$ cat config.mk
export PLATFORM = sky130hd
export DESIGN_NAME = mf5_front_flat
export DESIGN_NICKNAME = d
export VERILOG_FILES = /design/src/mf5_pkg.sv /design/src/mf5_pix_if.sv /design/src/mf5_front.sv /design/src/flat_wrapper.sv
export SDC_FILE = /design/constraint.sdc
export NUM_CORES = 1
export LEC_CHECK = 0
export BUFFER_PORTS_ARGS = -buffer_cell sky130_fd_sc_hd__clkbuf_2
export CAP_MARGIN = 20
export CELL_PAD_IN_SITES_DETAIL_PLACEMENT = 0
export CELL_PAD_IN_SITES_GLOBAL_PLACEMENT = 1
export CORE_MARGIN = 3
export CORE_UTILIZATION = 25
export CTS_BUF_LIST = sky130_fd_sc_hd__clkbuf_2
export DETAILED_ROUTE_END_ITERATION = 12
export HOLD_SLACK_MARGIN = 0.03
export PLACE_DENSITY = 0.47
export SLEW_MARGIN = 40
export SYNTH_ARGS = -nofsm -noshare
export SYNTH_HDL_FRONTEND = slang
export SYNTH_SLANG_ARGS = --single-unit
$ cat constraint.sdc
create_clock -name i_clk -period 5.5 [get_ports i_clk]
set_clock_uncertainty 0.1 [all_clocks]
set_input_delay 0.275 -clock i_clk [delete_from_list [all_inputs] [get_ports i_clk]]
set_output_delay 0.275 -clock i_clk [all_outputs]
set_load 0.005 [all_outputs]
$ cat src/mf5_pkg.sv
// Shared constants, codes and types of the 5x5 RGB median filter.
// No dependencies; every other file of the block but mf5_ram refers to it by scoped names.
`default_nettype none

package mf5_pkg;

    // pixel and channel geometry
    localparam int CHAN_BITS    = 8;
    localparam int PIX_BITS     = 3 * CHAN_BITS;
    localparam int MAX_WIDTH    = 1024;
    localparam int COL_BITS     = $clog2(MAX_WIDTH);
    localparam int HEIGHT_LIMIT = 1024;
    localparam int DIM_BITS     = 11;

    // window geometry
    localparam int WIN       = 5;
    localparam int HALF      = WIN / 2;
    localparam int WIN_COUNT = WIN * WIN;
    localparam int MED_RANK  = WIN_COUNT / 2;
    localparam int RANK_BITS = $clog2(WIN_COUNT);
    localparam int PART_BITS = $clog2(WIN + 1);
    localparam int LINE_BITS = (WIN - 1) * PIX_BITS;
    localparam int LEAD_BITS = DIM_BITS + 1;
    localparam int MED_LAT   = 4;

    // queues
    localparam int CMDQ_DEPTH = 4;
    localparam int CMDQ_PTR   = $clog2(CMDQ_DEPTH);
    localparam int CMDQ_CNT   = CMDQ_PTR + 1;
    localparam int RESQ_DEPTH = 16;
    localparam int RESQ_PTR   = $clog2(RESQ_DEPTH);
    localparam int RESQ_CNT   = RESQ_PTR + 1;

    // configuration register map
    localparam int CFG_IDX_BITS = 2;
    localparam logic [CFG_IDX_BITS-1:0] REG_WIDTH  = 2'd0;
    localparam logic [CFG_IDX_BITS-1:0] REG_HEIGHT = 2'd1;
    localparam logic [DIM_BITS-1:0] WIDTH_RESET  = 11'd640;
    localparam logic [DIM_BITS-1:0] HEIGHT_RESET = 11'd480;

    // input commands
    localparam logic CMD_PUSH  = 1'b0;
    localparam logic CMD_DRAIN = 1'b1;

    typedef logic [PIX_BITS-1:0] t_pix;

    // one classified step, front to back
    typedef struct packed {
        logic [COL_BITS-1:0] col;
        t_pix                pix;
        logic                emit;
        logic [WIN-1:0]      row_ok;
        logic [WIN-1:0]      col_ok;
        logic                done;
    } t_cmd;

    // one result word
    typedef struct packed {
        logic [CHAN_BITS-1:0] red;
        logic [CHAN_BITS-1:0] green;
        logic [CHAN_BITS-1:0] blue;
        logic                 done;
    } t_res;

endpackage

`default_nettype wire

$ cat src/mf5_pix_if.sv
// Pixel input channel: valid/ready handshake with command and RGB payload.
// Depends on mf5_pkg.
`default_nettype none

interface mf5_pix_if;
    logic                          valid;
    logic                          ready;
    logic                          command;
    logic [mf5_pkg::CHAN_BITS-1:0] in_blue;
    logic [mf5_pkg::CHAN_BITS-1:0] in_green;
    logic [mf5_pkg::CHAN_BITS-1:0] in_red;

    modport source (output valid, command, in_blue, in_green, in_red, input ready);
    modport sink   (input valid, command, in_blue, in_green, in_red, output ready);
endinterface

`default_nettype wire

$ cat src/mf5_front.sv
// Front end: config registers, frame position counters, step classification
// and the short command queue to the back end. Depends on mf5_pkg, mf5_pix_if.
`default_nettype none

module mf5_front (
    input  wire logic                               i_clk,
    input  wire logic                               i_rst_n,
    input  wire logic                               i_cfg_we,
    input  wire logic [mf5_pkg::CFG_IDX_BITS-1:0]   i_cfg_idx,
    input  wire logic [mf5_pkg::DIM_BITS-1:0]       i_cfg_data,
    mf5_pix_if.sink                                 i_pix,
    output mf5_pkg::t_cmd                           o_cmd,
    output logic                                    o_cmd_valid,
    input  wire logic                               i_cmd_pop
);

    logic [mf5_pkg::DIM_BITS-1:0]  r_width, r_height;
    logic [mf5_pkg::DIM_BITS-1:0]  w_eff, h_eff;
    logic [mf5_pkg::DIM_BITS-1:0]  r_in_row, r_in_col, r_out_row, r_out_col;
    logic [mf5_pkg::LEAD_BITS-1:0] r_lead, lag;
    logic [mf5_pkg::DIM_BITS:0]    rr, cc;
    logic                          accept, in_done, ignore, step, emit, done;
    mf5_pkg::t_cmd                 n_cmd;

    mf5_pkg::t_cmd                 r_q [mf5_pkg::CMDQ_DEPTH];
    logic [mf5_pkg::CMDQ_PTR-1:0]  r_wr, r_rd;
    logic [mf5_pkg::CMDQ_CNT-1:0]  r_count;

    // effective image size: zero reads as one, oversize saturates
    always_comb begin
        if (r_width == '0) begin
            w_eff = mf5_pkg::DIM_BITS'(1);
        end else if (r_width > mf5_pkg::DIM_BITS'(mf5_pkg::MAX_WIDTH)) begin
            w_eff = mf5_pkg::DIM_BITS'(mf5_pkg::MAX_WIDTH);
        end else begin
            w_eff = r_width;
        end
        if (r_height == '0) begin
            h_eff = mf5_pkg::DIM_BITS'(1);
        end else if (r_height > mf5_pkg::DIM_BITS'(mf5_pkg::HEIGHT_LIMIT)) begin
            h_eff = mf5_pkg::DIM_BITS'(mf5_pkg::HEIGHT_LIMIT);
        end else begin
            h_eff = r_height;
        end
    end

    // results trail the input by half a window of rows and columns
    assign lag = mf5_pkg::LEAD_BITS'(w_eff) * mf5_pkg::LEAD_BITS'(mf5_pkg::HALF)
               + mf5_pkg::LEAD_BITS'(mf5_pkg::HALF);

    // step classification
    assign i_pix.ready = (r_count != mf5_pkg::CMDQ_CNT'(mf5_pkg::CMDQ_DEPTH));
    assign accept      = i_pix.valid && i_pix.ready;
    assign in_done     = (r_in_row >= h_eff);
    assign ignore      = (i_pix.command == mf5_pkg::CMD_DRAIN) && !in_done;
    assign step        = accept && !ignore;
    assign emit        = (r_lead == lag);
    assign done        = emit && (r_out_row == h_eff - mf5_pkg::DIM_BITS'(1))
                              && (r_out_col == w_eff - mf5_pkg::DIM_BITS'(1));

    // command word with the border masks of the result position
    always_comb begin
        n_cmd.col  = r_in_col[mf5_pkg::COL_BITS-1:0];
        n_cmd.pix  = {i_pix.in_red, i_pix.in_green, i_pix.in_blue};
        n_cmd.emit = emit;
        n_cmd.done = done;
        for (int k = 0; k < mf5_pkg::WIN; k++) begin
            rr = {1'b0, r_out_row} + (mf5_pkg::DIM_BITS + 1)'(k);
            cc = {1'b0, r_out_col} + (mf5_pkg::DIM_BITS + 1)'(k);
            n_cmd.row_ok[k] = (rr >= (mf5_pkg::DIM_BITS + 1)'(mf5_pkg::HALF))
                && (rr < {1'b0, h_eff} + (mf5_pkg::DIM_BITS + 1)'(mf5_pkg::HALF));
            n_cmd.col_ok[k] = (cc >= (mf5_pkg::DIM_BITS + 1)'(mf5_pkg::HALF))
                && (cc < {1'b0, w_eff} + (mf5_pkg::DIM_BITS + 1)'(mf5_pkg::HALF));
        end
    end

    // registers and frame counters
    always_ff @(posedge i_clk) begin
        if (!i_rst_n) begin
            r_width   <= mf5_pkg::WIDTH_RESET;
            r_height  <= mf5_pkg::HEIGHT_RESET;
            r_in_row  <= '0;
            r_in_col  <= '0;
            r_out_row <= '0;
            r_out_col <= '0;
            r_lead    <= '0;
        end else if (i_cfg_we) begin
            unique case (i_cfg_idx)
                mf5_pkg::REG_WIDTH: begin
                    r_width   <= i_cfg_data;
                    r_in_row  <= '0;
                    r_in_col  <= '0;
                    r_out_row <= '0;
                    r_out_col <= '0;
                    r_lead    <= '0;
                end
                mf5_pkg::REG_HEIGHT: begin
                    r_height  <= i_cfg_data;
                    r_in_row  <= '0;
                    r_in_col  <= '0;
                    r_out_row <= '0;
                    r_out_col <= '0;
                    r_lead    <= '0;
                end
                default: begin
                end
            endcase
        end else if (step) begin
            if (done) begin
                r_in_row  <= '0;
                r_in_col  <= '0;
                r_out_row <= '0;
                r_out_col <= '0;
                r_lead    <= '0;
            end else begin
                if (r_in_col == w_eff - mf5_pkg::DIM_BITS'(1)) begin
                    r_in_col <= '0;
                    r_in_row <= r_in_row + mf5_pkg::DIM_BITS'(1);
                end else begin
                    r_in_col <= r_in_col + mf5_pkg::DIM_BITS'(1);
                end
                if (emit) begin
                    if (r_out_col == w_eff - mf5_pkg::DIM_BITS'(1)) begin
                        r_out_col <= '0;
                        r_out_row <= r_out_row + mf5_pkg::DIM_BITS'(1);
                    end else begin
                        r_out_col <= r_out_col + mf5_pkg::DIM_BITS'(1);
                    end
                end else begin
                    r_lead <= r_lead + mf5_pkg::LEAD_BITS'(1);
                end
            end
        end
    end

    // command queue control
    always_ff @(posedge i_clk) begin
        if (!i_rst_n) begin
            r_wr    <= '0;
            r_rd    <= '0;
            r_count <= '0;
        end else begin
            if (step) begin
                r_wr <= r_wr + mf5_pkg::CMDQ_PTR'(1);
            end
            if (i_cmd_pop) begin
                r_rd <= r_rd + mf5_pkg::CMDQ_PTR'(1);
            end
            r_count <= r_count + mf5_pkg::CMDQ_CNT'(step) - mf5_pkg::CMDQ_CNT'(i_cmd_pop);
        end
    end

    // command queue storage
    always_ff @(posedge i_clk) begin
        if (step) begin
            r_q[r_wr] <= n_cmd;
        end
    end

    assign o_cmd       = r_q[r_rd];
    assign o_cmd_valid = (r_count != '0);

endmodule

`default_nettype wire

$ cat src/flat_wrapper.sv
// flat-port wrapper written by rule: the top's interface ports become plain ports
module mf5_front_flat 
  (i_clk, i_rst_n, i_cfg_we, i_cfg_idx, i_cfg_data, o_cmd, o_cmd_valid, i_cmd_pop, i_pix_valid, i_pix_command, i_pix_in_blue, i_pix_in_green, i_pix_in_red, i_pix_ready);
  mf5_pix_if i_pix_i ();
  input  wire logic i_clk;
  input  wire logic i_rst_n;
  input  wire logic i_cfg_we;
  input  wire logic [mf5_pkg::CFG_IDX_BITS-1:0] i_cfg_idx;
  input  wire logic [mf5_pkg::DIM_BITS-1:0] i_cfg_data;
  output mf5_pkg::t_cmd o_cmd;
  output logic o_cmd_valid;
  input  wire logic i_cmd_pop;
  input wire logic [$bits(i_pix_i.valid)-1:0] i_pix_valid;
  input wire logic [$bits(i_pix_i.command)-1:0] i_pix_command;
  input wire logic [$bits(i_pix_i.in_blue)-1:0] i_pix_in_blue;
  input wire logic [$bits(i_pix_i.in_green)-1:0] i_pix_in_green;
  input wire logic [$bits(i_pix_i.in_red)-1:0] i_pix_in_red;
  output wire logic [$bits(i_pix_i.ready)-1:0] i_pix_ready;
  assign i_pix_i.valid = i_pix_valid;
  assign i_pix_i.command = i_pix_command;
  assign i_pix_i.in_blue = i_pix_in_blue;
  assign i_pix_i.in_green = i_pix_in_green;
  assign i_pix_i.in_red = i_pix_in_red;
  assign i_pix_ready = i_pix_i.ready;
  mf5_front u_core (.i_clk(i_clk), .i_rst_n(i_rst_n), .i_cfg_we(i_cfg_we), .i_cfg_idx(i_cfg_idx), .i_cfg_data(i_cfg_data), .i_pix(i_pix_i), .o_cmd(o_cmd), .o_cmd_valid(o_cmd_valid), .i_cmd_pop(i_cmd_pop));
endmodule
== Word level (Yosys, flattened, before mapping) ==
Memories as Yosys holds them, arrays and structs flattened. A register that Yosys moved wholly into a read port is not among the register bits.
Index checks and enable logic that the tools add are counted.

* Memory bits (read-only): 0
* Input bits: 43
* Flip-flop bits (word level): 85
* Latch bits: 0
* Memories kept: 1
* Logic and storage cells: 129
* RAM bits: 184

* Reductions and logical operators: 33
* $add $sub $neg: 22
* Div/mod/pow operators: 0
* Multipliers: 0
* Order comparisons: 23
* Shift operators: 0
* Muxes and demuxes: 32
* Bitwise operators: 0
* Eq/ne operators: 8

{| class="wikitable"
|+ Memory list
! name !! depth !! width !! rd ports !! clocked after Yosys merged registers in !! write ports !! line !! RTL
|-
| u_core.r_q || 4 || 46 || 1 || 1 || 1 || mf5_front.sv:25 || <nowiki>mf5_pkg::t_cmd r_q [mf5_pkg::CMDQ_DEPTH];</nowiki>
|}

{| class="wikitable"
|+ Operators by type and width
! operator !! count
|-
| two-way mux 11 bit || 23
|-
| >= comparator 12 x 2 -> 1 bit (second input constant) || 8
|-
| < comparator 12 bit || 8
|-
| adder 11 x 2 -> 12 bit (second input constant) || 6
|-
| two-way mux 12 bit || 5
|-
| adder 11 x 1 -> 11 bit (second input constant) || 4
|-
| equality test 11 bit || 3
|-
| adder 11 x 1 -> 12 bit (second input constant) || 2
|-
| adder 11 x 3 -> 12 bit (second input constant) || 2
|-
| < comparator 11 x 12 -> 1 bit || 2
|-
| >= comparator 11 x 2 -> 1 bit (second input constant) || 2
|-
| > comparator 11 bit (second input constant) || 2
|-
| logical NOT 11 bit || 2
|-
| subtractor 11 x 1 -> 11 bit (second input constant) || 2
|-
| logical AND 1 bit || 15
|-
| adder 12 x 1 -> 12 bit (second input constant) || 1
|-
| adder 12 x 2 -> 12 bit (second input constant) || 1
|-
| equality test 12 bit || 1
|-
| nonzero test 3 bit || 4
|-
| >= comparator 11 bit || 1
|-
| AND reduction 3 bit || 3
|-
| != test 3 bit (second input constant) || 2
|-
| AND reduction 2 bit || 3
|-
| adder 2 x 1 -> 2 bit (second input constant) || 2
|-
| other kinds (11) || 14
|}

== Logic depth before layout (Yosys ltp) ==
* Depth after elaboration: 10
* Depth in mapped cells: 19
* Gate-level depth less buffers: 16

== Worst setup path before layout ==
OpenSTA, ideal clock, no wires.

* Kind: flip-flop to flip-flop
* Start: register u_core.r_height[4] (netlist bit)
* End: memory u_core.r_q[0][0] (netlist bit) (enable)
* Stages on the path, launching flop included: 11
* Required time: 4950 ps
* Setup time: 450 ps
* Path slack: 960 ps
* Arrival: 3990 ps
* Period minus slack after synthesis: 4540 ps
* Path buffers: 1
* Cell sequence: dfxtp_1 -> clkbuf_1 -> or4_1 -> nor4b_4 -> nor2_1 -> nor2_1 -> ha_1 -> a311oi_1 -> nand2_1 -> o21ai_1 -> nor2_1

* Longest elaborated chain between the ends: 10
* Elaborated cells between the ends (all ways): 11

{| class="wikitable"
|+ RTL lines
! item !! line !! RTL
|-
| start: declaration || mf5_front.sv:17 || <nowiki>logic [mf5_pkg::DIM_BITS-1:0] r_width, r_height;</nowiki>
|-
| start signal: assignment || mf5_front.sv:81 || <nowiki>r_height <= mf5_pkg::HEIGHT_RESET;</nowiki>
|-
| start signal: assignment || mf5_front.sv:98 || <nowiki>r_height <= i_cfg_data;</nowiki>
|-
| > comparator 11 bit || mf5_front.sv:40 || <nowiki>end else if (r_height > mf5_pkg::DIM_BITS'(mf5_pkg::HEIGHT_LIMIT)) begin</nowiki>
|-
| two-way mux 11 bit || mf5_front.sv:40 ||
|-
| two-way mux 11 bit * || mf5_front.sv:38 || <nowiki>if (r_height == '0) begin</nowiki>
|-
| >= comparator 11 bit * || mf5_front.sv:54 || <nowiki>assign in_done = (r_in_row >= h_eff);</nowiki>
|-
| logical NOT 1 bit * || mf5_front.sv:55 || <nowiki>assign ignore = (i_pix.command == mf5_pkg::CMD_DRAIN) && !in_done;</nowiki>
|-
| logical AND 1 bit * || mf5_front.sv:55 ||
|-
| logical NOT 1 bit * || mf5_front.sv:56 || <nowiki>assign step = accept && !ignore;</nowiki>
|-
| logical AND 1 bit * || mf5_front.sv:56 ||
|-
| two-way mux 1 bit * || mf5_front.sv:155 || <nowiki>if (step) begin</nowiki>
|-
| two-way mux 1 bit (implied by the code) * || mf5_front.sv:156 || <nowiki>r_q[r_wr] <= n_cmd;</nowiki>
|-
| end: declaration || mf5_front.sv:25 ||
|}

Every way passes the cells marked *; elsewhere a longest branch is shown, timed or not.

== Worst setup path in the final report ==
* Start: register u_core.r_height[3] (netlist bit)
* End: register u_core.r_lead[1] (netlist bit)

* Longest elaborated chain between the ends: 10
* Elaborated cells between the ends (all ways): 19

{| class="wikitable"
|+ RTL lines
! item !! line !! RTL
|-
| > comparator 11 bit || mf5_front.sv:40 ||
|-
| two-way mux 11 bit || mf5_front.sv:40 ||
|-
| two-way mux 11 bit * || mf5_front.sv:38 ||
|-
| subtractor 11 x 1 -> 11 bit or >= comparator 11 bit (tied branches) || mf5_front.sv:58, mf5_front.sv:54 ||
|-
| equality test 11 bit or logical NOT 1 bit (tied branches) || mf5_front.sv:58, mf5_front.sv:55 ||
|-
| logical AND 1 bit, on equally long branches || mf5_front.sv:58, mf5_front.sv:55 ||
|-
| logical AND 1 bit or logical NOT 1 bit (tied branches) || mf5_front.sv:59, mf5_front.sv:56 ||
|-
| two-way mux 12 bit or logical AND 1 bit (tied branches) || mf5_front.sv:109, mf5_front.sv:56 ||
|-
| two-way mux 12 bit or nonzero test 2 bit (tied branches) || -- ||
|-
| two-way mux 12 bit or AND reduction 3 bit (tied branches) || -- ||
|-
| end signal: assignment || mf5_front.sv:130 || <nowiki>r_lead <= r_lead + mf5_pkg::LEAD_BITS'(1);</nowiki>
|-
| end: declaration || mf5_front.sv:20 || <nowiki>logic [mf5_pkg::LEAD_BITS-1:0] r_lead, lag;</nowiki>
|}

Every way passes the cells marked *; elsewhere a longest branch is shown, timed or not. The select of a mux whose other input is x is not followed.
A chain may end at the register's enable or synchronous reset.

==> metrics <==
Power Total 4.46 mW; Wirelength per Cell 19.1 um; first-pass GRT wire length 81900 um; sequential share of the synthesized area 42.9%; Setup-failing EPs final 0; GPL Wtd Cong 0.830; Tcrit/Tclk final 91.2%; clk root buf clkbuf_2; clock sink total 271; via/cell ratio 4.85; cell area after layout 0.0203 mm2; final-report max-slew violation count 0; initial antenna violation count 1; gr usage total 14.8%; worst skew pair latency 0.94 ns; final cell count without fillers 2721; total grt overflow 0; Rel. slew slack 47.7%; register area 0.00727 mm2; total core area 0.0665 mm2; crit path capture type register; clock group share of total power 34.8%; post-route ant nets 0; final hold vios 0; # fillers 6920; Reg clk slew, reported paths 0.09 ns; status completed; routed via count 13185; Max stage delay cell, worst path dlygate4sd3_1; Sw Ratio 28.5%; placed instance count 2487; Power Dens Cells 220 mW/mm2; drt total wl 52000 um; Initial Util 25.5%; CP peak stage delay 0.62 ns; crit path max fanout 17; main combinational cell family by area after synthesis simple AND/OR/NAND/NOR gates; share of cells above drive strength 1 18.3%; Synth Area in Adders 11.7%; P_int 3.19 mW; RSZ-0062 raised after global routing false; WP data required 6.19 ns; initial drt markers 728; Max Buffers Root-to-Sink 3; Seq pwr share 50.6%; mapped cell area 0.0170 mm2; hpwl dp 37000 um; Switching Power 1.27 mW; dpl cell area 0.0185 mm2; die area 0.0710 mm2; minimum clock period 5.01 ns; I/O pin total 91; vias in the first global route 13599; Inserted Clock Buffers 77; Logic pwr share 14.6%; Post-Synth XOR/XNOR Area 7.47%; area of the multi-input gates 0.00916 mm2; setup ws final 0.485 ns; Synth Warn # 0; maximum vdd drop 0.151 mV; FMAX 199 MHz; Main synth FF type edfxtp_1; Simple-Gate Fraction of Synth Area 16.1%; max_cap viols 0; largest net degree at the start of global routing 52; Avg Inst Size Synth 10.7 um2; CP Class register to register; Post-Synthesis Cells 1578; die height 266 um; Slew @ Worst Pin 0.784 ns; final setup TNS 0 ns; FP Rows 94; postcts setup bufs 0; DR pass1 iterations 8; EDFF count, synth 184; Leak Pwr 7.83 nW; Hold Crit Class input port to register; asr flop ratio synth 0%; Die Wd 266 um; input/output buffers 90; CTS tree yes; worst slack at placement 0.663 ns; Area Growth Syn to Fin 19.4%; post-synthesis cell type count 89; post-synthesis mux area share 6.76%; crit path cell chain or4_1 > nor4b_4 > nor2_1 > nor2_1 > ha_1 > a311oi_1 > nand2_1 > o21ai_1 > dlygate4sd3_1 > buf_4 > nand2b_1 > nor3_2 > nand3_1 > buf_4 > nand2_1 > a211oi_1; H-Tree Depth 3; CP startpoint kind register; Remaining DRCs 0; Final #Nets 2000; Compound-Gate Fraction of Synth Area 11.4%; WP data arrival 5.71 ns; flop and latch count out of synthesis 271
-- cell type report --
cell class                      instances  share of cell area (%)
Timing Repair Buffer                  226                    8.59
Sequential cell                       271                    35.9
Multi-Input combinational cell       1155                    45.2
Inverter                               68                    1.27
Clock buffer                          107                    2.64
Tap cell                              864                    5.34
Clock inverter                         29                    1.03
Antenna cell                            1                  0.0124
-- metal layers --
layer / share of wire (%) / track usage [%] / wire length [um]
met5: 0 / 0 / 0
met4: 1.9 / 4.22 / 998
met3: 3.7 / 2.49 / 1950
met2: 44 / 22.9 / 22900
met1: 50 / 21.2 / 26100
-- power by group through the flow --
stage	Combinational, mW	Sequential (mW)	Clock, mW
4_1_cts	0.663	2.26	1.65
5_1_grt	0.723	2.26	1.76
3_5_place_dp	0.609	2.30	0
3_3_place_gp	0.586	2.32	0
2_1_floorplan	0.386	2.28	0
6_report	0.651	2.26	1.55
-- metrics by stage --
step / util [%] / hold slack (ns)
after floorplan: - / 0.274
after global placement: 27.8 / 0.385
after detailed placement: 27.9 / 0.386
after CTS: 30.5 / 0.0318
after global routing: 30.5 / 0.0816
final: 30.5 / 0.181
-- final timing paths --
check | startpoint | endpoint | slack [ns] | cells after the start
worst max register to register | u_core.r_height[3] | u_core.r_lead[1] | 0.49 | 16
worst max-delay path | u_core.r_height[3] | u_core.r_lead[1] | 0.49 | 16
worst min register to register | u_core.r_height[9] | u_core.r_height[9] | 0.40 | 2
worst min-delay path | i_cfg_data[2] | u_core.r_height[2] | 0.18 | 4
-- cells in the mapped netlist (20+ instances only) --
library cell | count | area (um2)
a21oi_1 | 65 | 325
nand2b_1 | 20 | 125
o21ai_0 | 28 | 140
edfxtp_1 | 184 | 5530
ha_1 | 157 | 1960
xor2_1 | 55 | 482
mux4_2 | 46 | 1040
clkbuf_1 | 62 | 233
o211ai_1 | 23 | 173
o21a_1 | 29 | 218
xnor2_1 | 87 | 762
a31oi_1 | 21 | 131
nor2_1 | 89 | 334
inv_1 | 66 | 248
nand4_1 | 30 | 188
dfxtp_1 | 87 | 1740
nor3_1 | 55 | 275
nand3_1 | 59 | 295
nand2_1 | 127 | 477
-- cells in the final DEF, fill, tap and decap left out, types with 23 or more instances in the layout --
cell / instances
nor2_1: 84
o21a_1: 28
ha_1: 157
a21oi_1: 65
nor3_1: 55
o211ai_1: 23
xnor2_1: 85
buf_4: 37
edfxtp_1: 184
inv_1: 66
clkbuf_2: 197
mux4_2: 46
o21ai_0: 28
dlygate4sd3_1: 97
nand2_1: 127
xor2_1: 55
nand4_1: 30
dfxtp_1: 85
nand3_1: 59
-- kinds of logic (layout without fill, tap and decap cells) --
| group | Yosys count | in the layout |
|---|---|---|
| AND/OR/NAND/NOR | 519 | 519 |
| flip-flops | 271 | 271 |
| AO/OA/AOI/OAI | 270 | 270 |
| buffers and inverters | 159 | 430 |
| adder cells (fa/ha/maj) | 158 | 158 |
| XOR/XNOR | 143 | 143 |
| multiplexers | 57 | 57 |
| other | 1 | 9 |
-- sequential cells by signal, summed over array words and instances, names as in the netlist, 3 cells and up, named ones only --
register          cells
u_core.r_count        3
u_core.r_height      11
u_core.r_in_col      11
u_core.r_in_row      11
u_core.r_lead        12
u_core.r_out_col     11
u_core.r_out_row     11
u_core.r_q          184
u_core.r_width       11
-- critical path: cells and delay by family (launching register included) --
kind                       cells  cell delay [ns]
and+or+nand+nor                9             2.12
adders and majority gates      1             0.32
AOI/OAI and AO/OA              3             0.82
DFF                            1             0.43
buffers and inverters          3             1.11
-- what timing repair did --
| item | CTS | global route |
|---|---|---|
| setup endpoints to repair | 0 | 3 |
| endpoints found under the hold margin | 171 | 0 |
| resized for setup | 0 | 1 |
| hold buffers | 97 | 0 |
Power figures use the tool's default switching activity.
